$ cat src/dbsh_pkg.sv
// Shared types and constants for the double-buffer swap handshake
`timescale 1ns / 1ps
`default_nettype none

package dbsh_pkg;

    localparam int unsigned CountWidth = 32;

    localparam logic [1:0] FUNC_NONE   = 2'd0;
    localparam logic [1:0] FUNC_SWAP   = 2'd1;
    localparam logic [1:0] FUNC_RESYNC = 2'd2;

    localparam logic [1:0] ST_OK           = 2'd0;
    localparam logic [1:0] ST_IDLE_TIMEOUT = 2'd1;
    localparam logic [1:0] ST_ACK_TIMEOUT  = 2'd2;

    localparam logic [CountWidth-1:0] TIMEOUT_RESET = 32'd5000000;

    typedef struct packed {
        logic [CountWidth-1:0] timeouts_seen;
        logic [CountWidth-1:0] swaps_done;
        logic                  back_index;
        logic                  front_index;
        logic [1:0]            status;
        logic                  done_res;
        logic                  busy_res;
        logic                  sel_level;
        logic                  req_level;
    } res_t;

endpackage

`default_nettype wire

$ cat src/dbsh_core.sv
// Handshake state, wait timer, and swap and timeout counters, one word per accepted input
`timescale 1ns / 1ps
`default_nettype none

module dbsh_core
    import dbsh_pkg::*;
(
    input  wire logic                  aclk,
    input  wire logic                  aresetn,
    input  wire logic                  accept,
    input  wire logic [1:0]            func,
    input  wire logic                  ack_level,
    input  wire logic [CountWidth-1:0] timeout_ticks,
    output res_t                       res
);

    typedef enum logic [1:0] {
        PH_IDLE,
        PH_WAIT_IDLE,
        PH_WAIT_ACK
    } phase_t;

    phase_t                phase_reg,   phase_next;
    logic                  req_reg,     req_next;
    logic                  sel_reg,     sel_next;
    logic                  front_reg,   front_next;
    logic [CountWidth-1:0] elapsed_reg, elapsed_next;
    logic [CountWidth-1:0] swaps_reg,   swaps_next;
    logic [CountWidth-1:0] timeouts_reg, timeouts_next;
    logic                  done;
    logic [1:0]            status;

    always_comb begin
        phase_next    = phase_reg;
        req_next      = req_reg;
        sel_next      = sel_reg;
        front_next    = front_reg;
        elapsed_next  = elapsed_reg;
        swaps_next    = swaps_reg;
        timeouts_next = timeouts_reg;
        done          = 1'b0;
        status        = ST_OK;
        if (func == FUNC_RESYNC) begin
            req_next      = ack_level;
            front_next    = 1'b0;
            sel_next      = 1'b1;
            swaps_next    = '0;
            timeouts_next = '0;
            phase_next    = PH_IDLE;
            elapsed_next  = '0;
        end else begin
            case (phase_reg)
                PH_IDLE: begin
                    if (func == FUNC_SWAP) begin
                        phase_next   = PH_WAIT_IDLE;
                        elapsed_next = '0;
                    end
                end
                PH_WAIT_ACK: begin
                    if (ack_level == req_reg) begin
                        front_next = ~front_reg;
                        swaps_next = swaps_reg + 1'b1;
                        done       = 1'b1;
                        phase_next = PH_IDLE;
                    end else if (elapsed_reg >= timeout_ticks) begin
                        timeouts_next = timeouts_reg + 1'b1;
                        done          = 1'b1;
                        status        = ST_ACK_TIMEOUT;
                        req_next      = ack_level;
                        phase_next    = PH_IDLE;
                    end else begin
                        elapsed_next = elapsed_reg + 1'b1;
                    end
                end
                default: ;
            endcase
            if (phase_next == PH_WAIT_IDLE) begin
                if (ack_level == req_reg) begin
                    sel_next     = ~front_reg;
                    req_next     = ~req_reg;
                    phase_next   = PH_WAIT_ACK;
                    elapsed_next = '0;
                end else if (elapsed_next >= timeout_ticks) begin
                    timeouts_next = timeouts_reg + 1'b1;
                    done          = 1'b1;
                    status        = ST_IDLE_TIMEOUT;
                    req_next      = ack_level;
                    phase_next    = PH_IDLE;
                end else begin
                    elapsed_next = elapsed_next + 1'b1;
                end
            end
        end
    end

    always_comb begin
        res.req_level     = req_next;
        res.sel_level     = sel_next;
        res.busy_res      = (phase_next != PH_IDLE);
        res.done_res      = done;
        res.status        = status;
        res.front_index   = front_next;
        res.back_index    = ~front_next;
        res.swaps_done    = swaps_next;
        res.timeouts_seen = timeouts_next;
    end

    always_ff @(posedge aclk) begin
        if (!aresetn) begin
            phase_reg    <= PH_IDLE;
            req_reg      <= 1'b0;
            sel_reg      <= 1'b1;
            front_reg    <= 1'b0;
            elapsed_reg  <= '0;
            swaps_reg    <= '0;
            timeouts_reg <= '0;
        end else if (accept) begin
            phase_reg    <= phase_next;
            req_reg      <= req_next;
            sel_reg      <= sel_next;
            front_reg    <= front_next;
            elapsed_reg  <= elapsed_next;
            swaps_reg    <= swaps_next;
            timeouts_reg <= timeouts_next;
        end
    end

    a_done_ends_swap: assert property (@(posedge aclk) disable iff (!aresetn)
        accept && done |=> phase_reg == PH_IDLE)
        else $error("swap still pending after done");

    a_status_needs_done: assert property (@(posedge aclk) disable iff (!aresetn)
        status != ST_OK |-> done)
        else $error("status reported without done");

    a_swaps_only_on_done: assert property (@(posedge aclk) disable iff (!aresetn)
        accept && func != FUNC_RESYNC && !done |=> $stable(swaps_reg))
        else $error("swap count moved without done");

    a_front_holds_idle: assert property (@(posedge aclk) disable iff (!aresetn)
        !accept |=> $stable(front_reg) && $stable(req_reg))
        else $error("handshake state moved without a word");

endmodule

`default_nettype wire

$ cat src/double_buffer_swap_handshake.sv
// The result of an accepted input word is registered and shows on m_tdata in the next cycle.
// Throughput: one word per cycle; s_tready stays high while the result register
// is empty or being taken, so the handshake state advances once per word.
// Reset (aresetn low, synchronous): req 0, select 1, front 0, no swap pending,
// counters cleared, timeout register back to 5000000, result register empty.
`timescale 1ns / 1ps
`default_nettype none

module double_buffer_swap_handshake
    import dbsh_pkg::*;
(
    input  wire logic                  aclk,
    input  wire logic                  aresetn,
    input  wire logic                  cfg_valid,
    output logic                       cfg_ready,
    input  wire logic [CountWidth-1:0] cfg_data,
    input  wire logic                  s_tvalid,
    output logic                       s_tready,
    // func [1:0], ack_level [2], zero fill [7:3]
    input  wire logic [7:0]            s_tdata,
    output logic                       m_tvalid,
    input  wire logic                  m_tready,
    // req_level, sel_level, busy_res, done_res, status[2], front_index,
    // back_index, swaps_done[32], timeouts_seen[32]
    output logic [71:0]                m_tdata
);

    logic [CountWidth-1:0] timeout_reg;
    logic                  m_tvalid_reg;
    res_t                  res_reg;
    res_t                  res;
    logic                  accept;

    assign cfg_ready = 1'b1;
    assign s_tready  = !m_tvalid_reg || m_tready;
    assign accept    = s_tvalid && s_tready;
    assign m_tvalid  = m_tvalid_reg;
    assign m_tdata   = res_reg;

    dbsh_core u_core (
        .aclk          (aclk),
        .aresetn       (aresetn),
        .accept        (accept),
        .func          (s_tdata[1:0]),
        .ack_level     (s_tdata[2]),
        .timeout_ticks (timeout_reg),
        .res           (res)
    );

    always_ff @(posedge aclk) begin
        if (!aresetn) begin
            timeout_reg <= TIMEOUT_RESET;
        end else if (cfg_valid && cfg_ready) begin
            timeout_reg <= cfg_data;
        end
    end

    always_ff @(posedge aclk) begin
        if (!aresetn) begin
            m_tvalid_reg <= 1'b0;
        end else if (accept) begin
            m_tvalid_reg <= 1'b1;
        end else if (m_tready) begin
            m_tvalid_reg <= 1'b0;
        end
    end

    always_ff @(posedge aclk) begin
        if (accept) begin
            res_reg <= res;
        end
    end

endmodule

`default_nettype wire
$ cat config.mk
export PLATFORM = sky130hd
export DESIGN_NAME = double_buffer_swap_handshake
export DESIGN_NICKNAME = d
export VERILOG_FILES = /design/src/dbsh_pkg.sv /design/src/dbsh_core.sv /design/src/double_buffer_swap_handshake.sv
export SDC_FILE = /design/constraint.sdc
export NUM_CORES = 1
export LEC_CHECK = 0
export ABC_CLOCK_PERIOD_IN_PS = 7900
export BUFFER_PORTS_ARGS = -buffer_cell sky130_fd_sc_hd__buf_2
export CELL_PAD_IN_SITES_DETAIL_PLACEMENT = 1
export CELL_PAD_IN_SITES_GLOBAL_PLACEMENT = 2
export CORE_UTILIZATION = 37
export DETAILED_ROUTE_END_ITERATION = 8
export PLACE_DENSITY = 0.78
export SYNTH_ARGS = -nofsm -noshare
export SYNTH_HDL_FRONTEND = slang
export SYNTH_SLANG_ARGS = --single-unit
$ cat constraint.sdc
create_clock -name aclk -period 7.9 [get_ports aclk]
set_clock_uncertainty 0.15 [all_clocks]
set_input_delay 1.975 -clock aclk [delete_from_list [all_inputs] [get_ports aclk]]
set_output_delay 1.975 -clock aclk [all_outputs]
set_load 0.02 [all_outputs]
==> flow_summary.toml, run 1 <==
[critical_path]
cp_num_cells = 20
worstSetupEndpointType = "flop"
critPathTopFamily = "simple AND/OR/NAND/NOR gates"
ff2ff_path_depth = 22
slowest_delay_ns = 0.51
criticalPathCategory = "in -> reg"
arrival_ns = 6.89
crit_fanout = 9
critical_path_required_ns = 8.02
crit_chain = "buf_2 > xnor2_2 > nor2_2 > buf_4 > and2_1 > nand4_1 > nor3_1 > mux2_2 > inv_1 > ha_1 > nand4_1 > nor3_1 > nand2_1 > o22ai_1 > o221ai_1 > a211o_1 > nor2_1 > nand3_1 > xor2_1 > nor2_1"
slowest_stage = "a211o_1"
cp_num_buf_inv = 3
crit_path_start_kind = "input port"

[sta]
finalCriticalPeriod_ns = 6.77
slew_headroom_pct = 30.3
worstMarginPinSlew_ns = 1.04
rsz0062_at_grt = "false"
max_freq_ghz = 0.148
fin_crit_sh_pct = 85.7
tns_ns = 0
setup_violations = 0
hold_viol = 0
whs_ns = 0.316
finalMaxSlewViolations = 0

[finish]
syn2layout_area_growth_pct = 16.0
nets = 1687
utilization_pct = 44.1
layout-drive-gt1-share_pct = 16.0
nFillCells = 3909
largest_reg_flops = 72

[clocking]
numCtsBuffers = 26
clk_latency_ns = 0.55
clkSinkCount = 206
clockRootBuffer = "clkbuf_16"
postCtsSetupBuffers = 0
hold_buffers = 0
cts-resized-gates = 0
cts_tree = "done"
cts.path.max_buffers = 3
clkTransAtPathRegs_ns = 0.06
htreeDepth = 1

[logic_synthesis]
synth_seq_area_share_pct = 38.7
ys_types = 86
async_flop_share_pct = 0
ys_warn_count = 0
synth.area.top_cells = "dfxtp_1 (21%), edfxtp_1 (17%), ha_1 (6.8%)"
synth_top_cell_by_area = "dfxtp_1"
syn_area_um2 = 12500
syn-num-nets = 1575
synthFlopType = "dfxtp_1"
synth_top_area_share_pct = 21.5
synth-seq-cells = 206
synth_cells = 1462
synth_edf_count = 72
synthTopCellsByCount = "nand2_1 (193), nor2_1 (175), dfxtp_1 (134), a21oi_1 (91), edfxtp_1 (72)"
synth.most_common_cell = "nand2_1"
avgSynthCellArea_um2 = 8.55

[detailed_routing]
drcViolationCount = 0
wl_per_cell_um = 18.4
first_pass_iters = 5
drt_iter0_drc = 501
ant_nets = 0
viasPerCell = 5.49
wirelength_mm = 37.4
dr_total_vias = 11200

[global_route]
grt_pass1_vias = 11400
grt_max_degree = 85
track_usage_pct = 22.1
grt_pass1_wl_mm = 60.5
overflow = 0
antenna_found_initial = 0

[pwr]
max-vdd-ir-drop_v = 0.000243
pwr-share-clk_pct = 46.4
intPower_mw = 1.88
comb_power_share_pct = 8.5
powerDensity_nw_per_um2 = 174
p_leak_nw = 5.74
pwr-share-seq_pct = 45.1
switching_power_mw = 0.645
netSwitchingFraction_pct = 25.5

[floorplanning]
row_count = 66
initial_core_util_pct = 38.0
die_height_um = 186
ios = 120
coreArea_um2 = 32900
dieArea_um2 = 34500
die_width_um = 186

[outcome]
outcome = "finished clean"

[hold_path]
hp-class = "reg -> reg"
holdPathStages = 2

[placed_design]
dp_hpwl_mm = 26.6
gp_congestion = 0.832
io_buffers = 113

[flow_run]
drv_cap = 0
-- logic make-up after synthesis --
group                    synth area share, %
AO/OA/AOI/OAI                           15.2
other                                 0.0300
flip-flops                              38.7
buffers and inverters                   4.40
multiplexers                            4.02
adder cells (fa/ha/maj)                 6.80
AND/OR/NAND/NOR                         24.9
XOR/XNOR                                5.94
-- tightest hold or removal path, cell delays in order, from the launching register on --
cell and delay [ns]:
dfxtp_1 0.31, nand2_1 0.05, a21oi_1 0.05
-- placed cells by master, fill, tap and decap left out, drive strengths merged, types with 14 or more instances in the layout --
cell type  synthesis  layout
nand2            194     194
nor2             177     177
buf               22     161
dfxtp            134     134
a21oi             91      91
edfxtp            72      72
ha                68      68
o21ai             64      64
nand3             61      61
inv               57      59
xor2              53      53
nor3              42      42
nand4             38      38
mux2i             37      37
clkbuf            55      36
xnor2             31      31
and4              19      19
nor4              19      19
or3               16      16
and2              15      15
o211ai            14      14
and3              14      14
-- metrics by stage --
stage / cell area (um2) / setup WS, ns / power [mW] / std cells
2_1_floorplan: 12500 / 1.25 / 1.30 / 1462
3_3_place_gp: 13700 / 0.537 / 1.37 / 1988
3_5_place_dp: 13700 / 0.582 / 1.38 / 1988
4_1_cts: 14500 / 1.15 / 2.57 / 2036
5_1_grt: 14500 / 0.748 / 2.63 / 2036
6_report: 14500 / 1.13 / 2.53 / 2037
-- per-layer routing --
layer	global-route usage, %	part of all wire [%]	vias to the layer above	wire length (um)
li1	-	-	5480	-
met1	28.5	46	5438	17200
met2	38.3	48	207	17900
met3	2.70	3.8	55	1420
met4	6.49	2.3	0	874
met5	0	0	-	0
-- path summary, 6_finish.rpt --
kind / startpoint / to / slack [ns]
max: s_tdata[2] / m_tdata[67] / 1.13
min: u_core.swaps_reg[11] / u_core.swaps_reg[11] / 0.32
max reg2reg: u_core.elapsed_reg[17] / u_core.elapsed_reg[30] / 1.23
min reg2reg: u_core.swaps_reg[11] / u_core.swaps_reg[11] / 0.32
-- power groups by stage --
stage | clock (mW) | combinational, mW | sequential, mW
after CTS | 1.21 | 0.219 | 1.14
after floorplan | 0 | 0.115 | 1.18
after global placement | 0 | 0.213 | 1.16
after detailed placement | 0 | 0.218 | 1.16
final | 1.17 | 0.215 | 1.14
after global routing | 1.25 | 0.239 | 1.14
-- final cells by class --
type	instances	area (um2)	share of cell area [%]
diodes	1	2.50	0.0173
clock buffers	36	708	4.88
clock inverters	12	124	0.854
inverters	59	224	1.54
multi-input cells	1120	7120	49.1
flip-flops and latches	206	4840	33.4
well taps	442	553	3.81
repair buffers	161	926	6.39
(Power assumes the default switching activity.)
==> run 2, diff against run 1 <==
--- a/config.mk
+++ b/config.mk
@@ -12,6 +12,7 @@
 export CORE_UTILIZATION = 37
 export DETAILED_ROUTE_END_ITERATION = 8
 export PLACE_DENSITY = 0.78
+export RECOVER_POWER = 50
 export SYNTH_ARGS = -nofsm -noshare
 export SYNTH_HDL_FRONTEND = slang
 export SYNTH_SLANG_ARGS = --single-unit
==> run 2 against run 1 <==
The flow now finishes with violations (max-capacitance violations, max-slew violations). Critical path depth shrank 1. Global-route usage is the same. Cell count is essentially flat. First-iteration DRC count grew 4.4%. Critical path type unchanged.
==> flow_summary.toml, run 2 (synthesized netlist as in run 1, its figures left out) <==
[outcome]
outcome = "finished with violations"
violations = "max-capacitance violations, max-slew violations"

[floorplanning]
coreArea_um2 = 32900
die_width_um = 186
die_height_um = 186
dieArea_um2 = 34500
row_count = 66
ios = 120
initial_core_util_pct = 38.0

[clocking]
clkSinkCount = 206
cts-resized-gates = 0
htreeDepth = 1
postCtsSetupBuffers = 0
clk_latency_ns = 0.55
clockRootBuffer = "clkbuf_16"
numCtsBuffers = 26
hold_buffers = 0
clkTransAtPathRegs_ns = 0.06
cts_tree = "done"
cts.path.max_buffers = 3

[finish]
most-common-layout-cells = "nand2_1 (193), nor2_1 (175), dfxtp_1 (134), a21oi_1 (91), clkbuf_1 (87)"
largest_reg_flops = 72
final_common_cell = "nand2_1"
nets = 1687
utilization_pct = 43.8
syn2layout_area_growth_pct = 15.0
layout-drive-gt1-share_pct = 10.9
num_antenna_cells = 0

[critical_path]
worstSetupEndpointType = "flop"
crit_path_start_kind = "input port"
criticalPathCategory = "in -> reg"
arrival_ns = 6.90
critical_path_required_ns = 7.90
critPathLaunch = "s_tdata[0]"
crit_fanout = 13
reg2reg_from = "u_core.elapsed_reg[17]"

[sta]
slew_headroom_pct = -163
fin_crit_sh_pct = 87.4
worstMarginPinSlew_ns = 3.95
fin_ws_ns = 0.998
rsz0062_at_grt = "false"
hold_viol = 0
finalCriticalPeriod_ns = 6.90
finalMaxSlewViolations = 242
tns_ns = 0
max_freq_ghz = 0.145
setup_violations = 0

[pwr]
netSwitchingFraction_pct = 25.6
comb_power_share_pct = 8.3
pwr-share-clk_pct = 46.5
intPower_mw = 1.88
powerDensity_nw_per_um2 = 176
max-vdd-ir-drop_v = 0.000243
switching_power_mw = 0.646
pwr-share-seq_pct = 45.2
p_leak_nw = 5.48

[detailed_routing]
wl_per_cell_um = 18.4
drcViolationCount = 0
first_pass_iters = 5
viasPerCell = 5.47
dr_total_vias = 11100
wirelength_mm = 37.5
drt_iter0_drc = 523
ant_nets = 0

[global_route]
gr-usage-met1_pct = 28.5
busiest_layer = "met2"
use_met3_pct = 2.70
overflow = 0
met2_usage_pct = 38.3
track_usage_pct = 22.1
grt_max_degree = 85
grt_pass1_vias = 11400
grt_pass1_wl_mm = 60.5
antenna_found_initial = 0

[hold_path]
hp-class = "reg -> reg"
hp-start = "u_core.swaps_reg[11]"

[placed_design]
io_buffers = 113
gp_congestion = 0.832
dp_slack_ns = 0.582
dp_hpwl_mm = 26.6

[flow_run]
drv_cap = 4
run 2: layer usage:
layer / wire length [um] / vias up
met5: 0 / -
met4: 787 / 0
met3: 1380 / 52
met2: 18000 / 210
met1: 17300 / 5389
li1: - / 5479
run 2: worst paths after layout:
check	end	slack, ns	depth (start not counted)
max	m_tdata[67]	1.0	19
min	u_core.swaps_reg[11]	0.32	2
max reg2reg	m_tdata[67]	1.18	19
min reg2reg	u_core.swaps_reg[11]	0.32	2
run 2: critical path: stages:
cell and delay (ns):
clkbuf_1 0.19, or3b_2 0.52, or2_2 0.45, buf_4 0.22
nand2_1 0.07, a31o_2 0.09, and2_1 0.23, inv_1 0.08
ha_1 0.29, nand4_1 0.24, nor3_1 0.39, nand2_1 0.09
o22ai_1 0.46, o221ai_1 0.37, a211o_1 0.52, nor2_1 0.32
nand3_1 0.17, xor2_1 0.16, nor2_1 0.06
run 2: area by class of cell:
type	instances	area [um2]
Inverter	59	223
Clock buffer	36	708
Multi-Input combinational cell	1120	7110
Timing Repair Buffer	161	822
Fill cell	3922	18500
Tap cell	442	553
Clock inverter	12	124
Sequential cell	206	4840
run 2: per-stage QoR:
stage,power [mW],hold WS [ns],instance area [um2],cells
after floorplan,1.30,0.286,12500,1462
after global placement,1.37,0.294,13700,1988
after detailed placement,1.38,0.309,13700,1988
after CTS,2.57,0.320,14500,2036
after global routing,2.63,0.351,14400,2036
final,2.53,0.316,14400,2036
run 2: power groups by stage:
stage                     combinational (mW)  clock, mW  sequential [mW]
after floorplan                        0.115          0             1.18
after global placement                 0.213          0             1.16
after detailed placement               0.218          0             1.16
after CTS                              0.219       1.21             1.14
after global routing                   0.234       1.25             1.15
final                                  0.210       1.17             1.14
==> run 3, diff against run 2 <==
--- a/config.mk
+++ b/config.mk
@@ -5,13 +5,15 @@
 export SDC_FILE = /design/constraint.sdc
 export NUM_CORES = 1
 export LEC_CHECK = 0
+export ABC_AREA = 1
 export ABC_CLOCK_PERIOD_IN_PS = 7900
 export BUFFER_PORTS_ARGS = -buffer_cell sky130_fd_sc_hd__buf_2
 export CELL_PAD_IN_SITES_DETAIL_PLACEMENT = 1
 export CELL_PAD_IN_SITES_GLOBAL_PLACEMENT = 2
-export CORE_UTILIZATION = 37
+export CORE_UTILIZATION = 34
+export CTS_BUF_LIST = sky130_fd_sc_hd__clkbuf_16
 export DETAILED_ROUTE_END_ITERATION = 8
-export PLACE_DENSITY = 0.78
+export PLACE_DENSITY = 0.77
 export RECOVER_POWER = 50
 export SYNTH_ARGS = -nofsm -noshare
 export SYNTH_HDL_FRONTEND = slang
==> run 3 against run 2 <==
The run still ends with max-capacitance violations, max-slew violations left. Non-clock buffer count decreased by 30. Maximum frequency increased by 1.3%. Clock power decreased by 3%. Sequential power increased by 4%. Combinational power increased by 46%.
==> flow_summary.toml, run 3 <==
[floorplanning]
dieArea_um2 = 38600
initial_core_util_pct = 34.8
coreArea_um2 = 36900
ios = 120
die_width_um = 196
row_count = 70
die_height_um = 196

[logic_synthesis]
synthFlopType = "dfxtp_1"
syn_area_um2 = 12800
avgSynthCellArea_um2 = 7.00
async_flop_share_pct = 0
synth.most_common_cell = "nand2_1"
synth-seq-cells = 206
synth_top_area_share_pct = 20.9
ys_warn_count = 0
synth_seq_area_share_pct = 37.7
synth_edf_count = 72
ys_types = 50
synth_top_cell_by_area = "dfxtp_1"
synthTopCellsByCount = "nand2_1 (408), inv_1 (235), nor2_1 (175), a21oi_1 (172), nand3_1 (148)"
synth.area.top_cells = "dfxtp_1 (21%), edfxtp_1 (17%), nand2_1 (12%)"
syn-num-nets = 1949
synth_cells = 1836

[detailed_routing]
drcViolationCount = 0
dr.max_layer_used = "met4"
viasPerCell = 5.10
wirelength_mm = 42.7
wl_met1_mm = 21.1
dr_wl_met3_mm = 1.02
ant_nets = 0
wl_per_cell_um = 17.4
first_pass_iters = 5
dr_total_vias = 12500
drt_iter0_drc = 487
met2_length_mm = 19.7

[critical_path]
slowest_delay_ns = 2.00
worstSetupEndpointType = "flop"
crit_path_start_kind = "input port"
critical_path_required_ns = 8.16
crit_chain = "buf_2 > clkbuf_1 > inv_1 > clkbuf_2 > a21oi_1 > o21ai_0"
slowest_stage = "clkbuf_1"
arrival_ns = 7.07
crit_fanout = 56
criticalPathCategory = "in -> reg"
ff2ff_path_depth = 27

[sta]
finalMaxSlewViolations = 159
max_freq_ghz = 0.147
setup_violations = 0
fin_crit_sh_pct = 86.2
tns_ns = 0
hold_viol = 0
rsz0062_at_grt = "false"
finalCriticalPeriod_ns = 6.81
worstMarginPinSlew_ns = 2.85
slew_headroom_pct = -89.8

[global_route]
antenna_found_initial = 0
overflow = 0
grt_pass1_vias = 12600
track_usage_pct = 22.3
grt_pass1_wl_mm = 69.0
grt_max_degree = 101

[clocking]
clkTransAtPathRegs_ns = 0.06
htreeDepth = 1
cts_tree = "done"
cts-resized-gates = 0
clockRootBuffer = "clkbuf_16"
hold_buffers = 0
postCtsSetupBuffers = 0
cts.path.max_buffers = 3
clkSinkCount = 206
clk_latency_ns = 0.55
numCtsBuffers = 26

[pwr]
p_leak_nw = 6.08
powerDensity_nw_per_um2 = 180
max-vdd-ir-drop_v = 0.000147

[hold_path]
holdPathStages = 2
hp-class = "reg -> reg"

[finish]
final_common_cell = "nand2_1"
syn2layout_area_growth_pct = 13.1
largest_reg_flops = 72
most-common-layout-cells = "nand2_1 (409), inv_1 (243), nor2_1 (177), a21oi_1 (172), nand3_1 (148)"
nets = 2040
utilization_pct = 39.4
num_antenna_cells = 0
layout-drive-gt1-share_pct = 8.12

[flow_run]
drv_cap = 3

[placed_design]
dp_hpwl_mm = 31.4
io_buffers = 113
gp_congestion = 0.844

[outcome]
outcome = "finished with violations"
violations = "max-capacitance violations, max-slew violations"
run 3: cell count changes in the layout (fill, tap and decap cells not counted), sizes merged, moves of 52 or more:
cell,previous run,this run
nand2,194,419
inv,58,260
nand3,61,150
a21oi,91,175
o21ai,64,121
xor2,53,1
run 3: area by class of cell:
| class | instances | area (um2) |
|---|---|---|
| inverters | 255 | 963 |
| multi-input cells | 1307 | 6700 |
| clock buffers | 27 | 676 |
| clock inverters | 20 | 119 |
| flip-flops and latches | 206 | 4840 |
| well taps | 504 | 631 |
| fillers | 4683 | 22300 |
| repair buffers | 131 | 594 |
run 3: cell families after synthesis:
family / after synthesis / share of synthesized area [%]
AOI/OAI and AO/OA: 340 / 14.2
and+or+nand+nor: 897 / 31.4
adders and majority gates: 68 / 6.62
xor gates and xnor gates: 1 / 0.0682
buffers and inverters: 323 / 9.99
DFF: 206 / 37.7
other: 1 / 0.0292
run 3: worst max-delay path: cells and delay by family:
family                 cells  cell delay, ns
AO/OA/AOI/OAI              2            0.44
buffers and inverters      4            4.56
run 3: final timing paths:
path                         from                      end  slack (ns)
min          u_core.swaps_reg[31]     u_core.swaps_reg[31]        0.33
min reg2reg  u_core.swaps_reg[31]     u_core.swaps_reg[31]        0.33
max                       aresetn           timeout_reg[9]        1.09
max reg2reg       timeout_reg[31]  u_core.timeouts_reg[20]        1.95
run 3: per-layer routing:
layer  up-vias  GRT usage, %
met5         -             0
met4         0          4.80
met3        44          2.22
met2       145          37.3
met1      6016          31.0
li1       6289             -
run 3: per-stage QoR:
stage | power, mW | hold slack, ns | instances | setup WS, ns | cell area (um2)
after floorplan | 1.41 | 0.291 | 1836 | 2.33 | 12800
after global placement | 1.52 | 0.299 | 2403 | 1.03 | 13900
after detailed placement | 1.53 | 0.311 | 2403 | 0.902 | 13900
after CTS | 2.67 | 0.326 | 2450 | 1.44 | 14700
after global routing | 2.74 | 0.353 | 2450 | 0.471 | 14500
final | 2.62 | 0.327 | 2450 | 1.09 | 14500
run 3: report_power, final:
part / switching (mW) / leakage [nW] / internal, mW
registers: 0.0319 / 1.82 / 1.16
clock network: 0.481 / 0.410 / 0.645
logic: 0.227 / 3.85 / 0.0798
total: 0.740 / 6.08 / 1.88
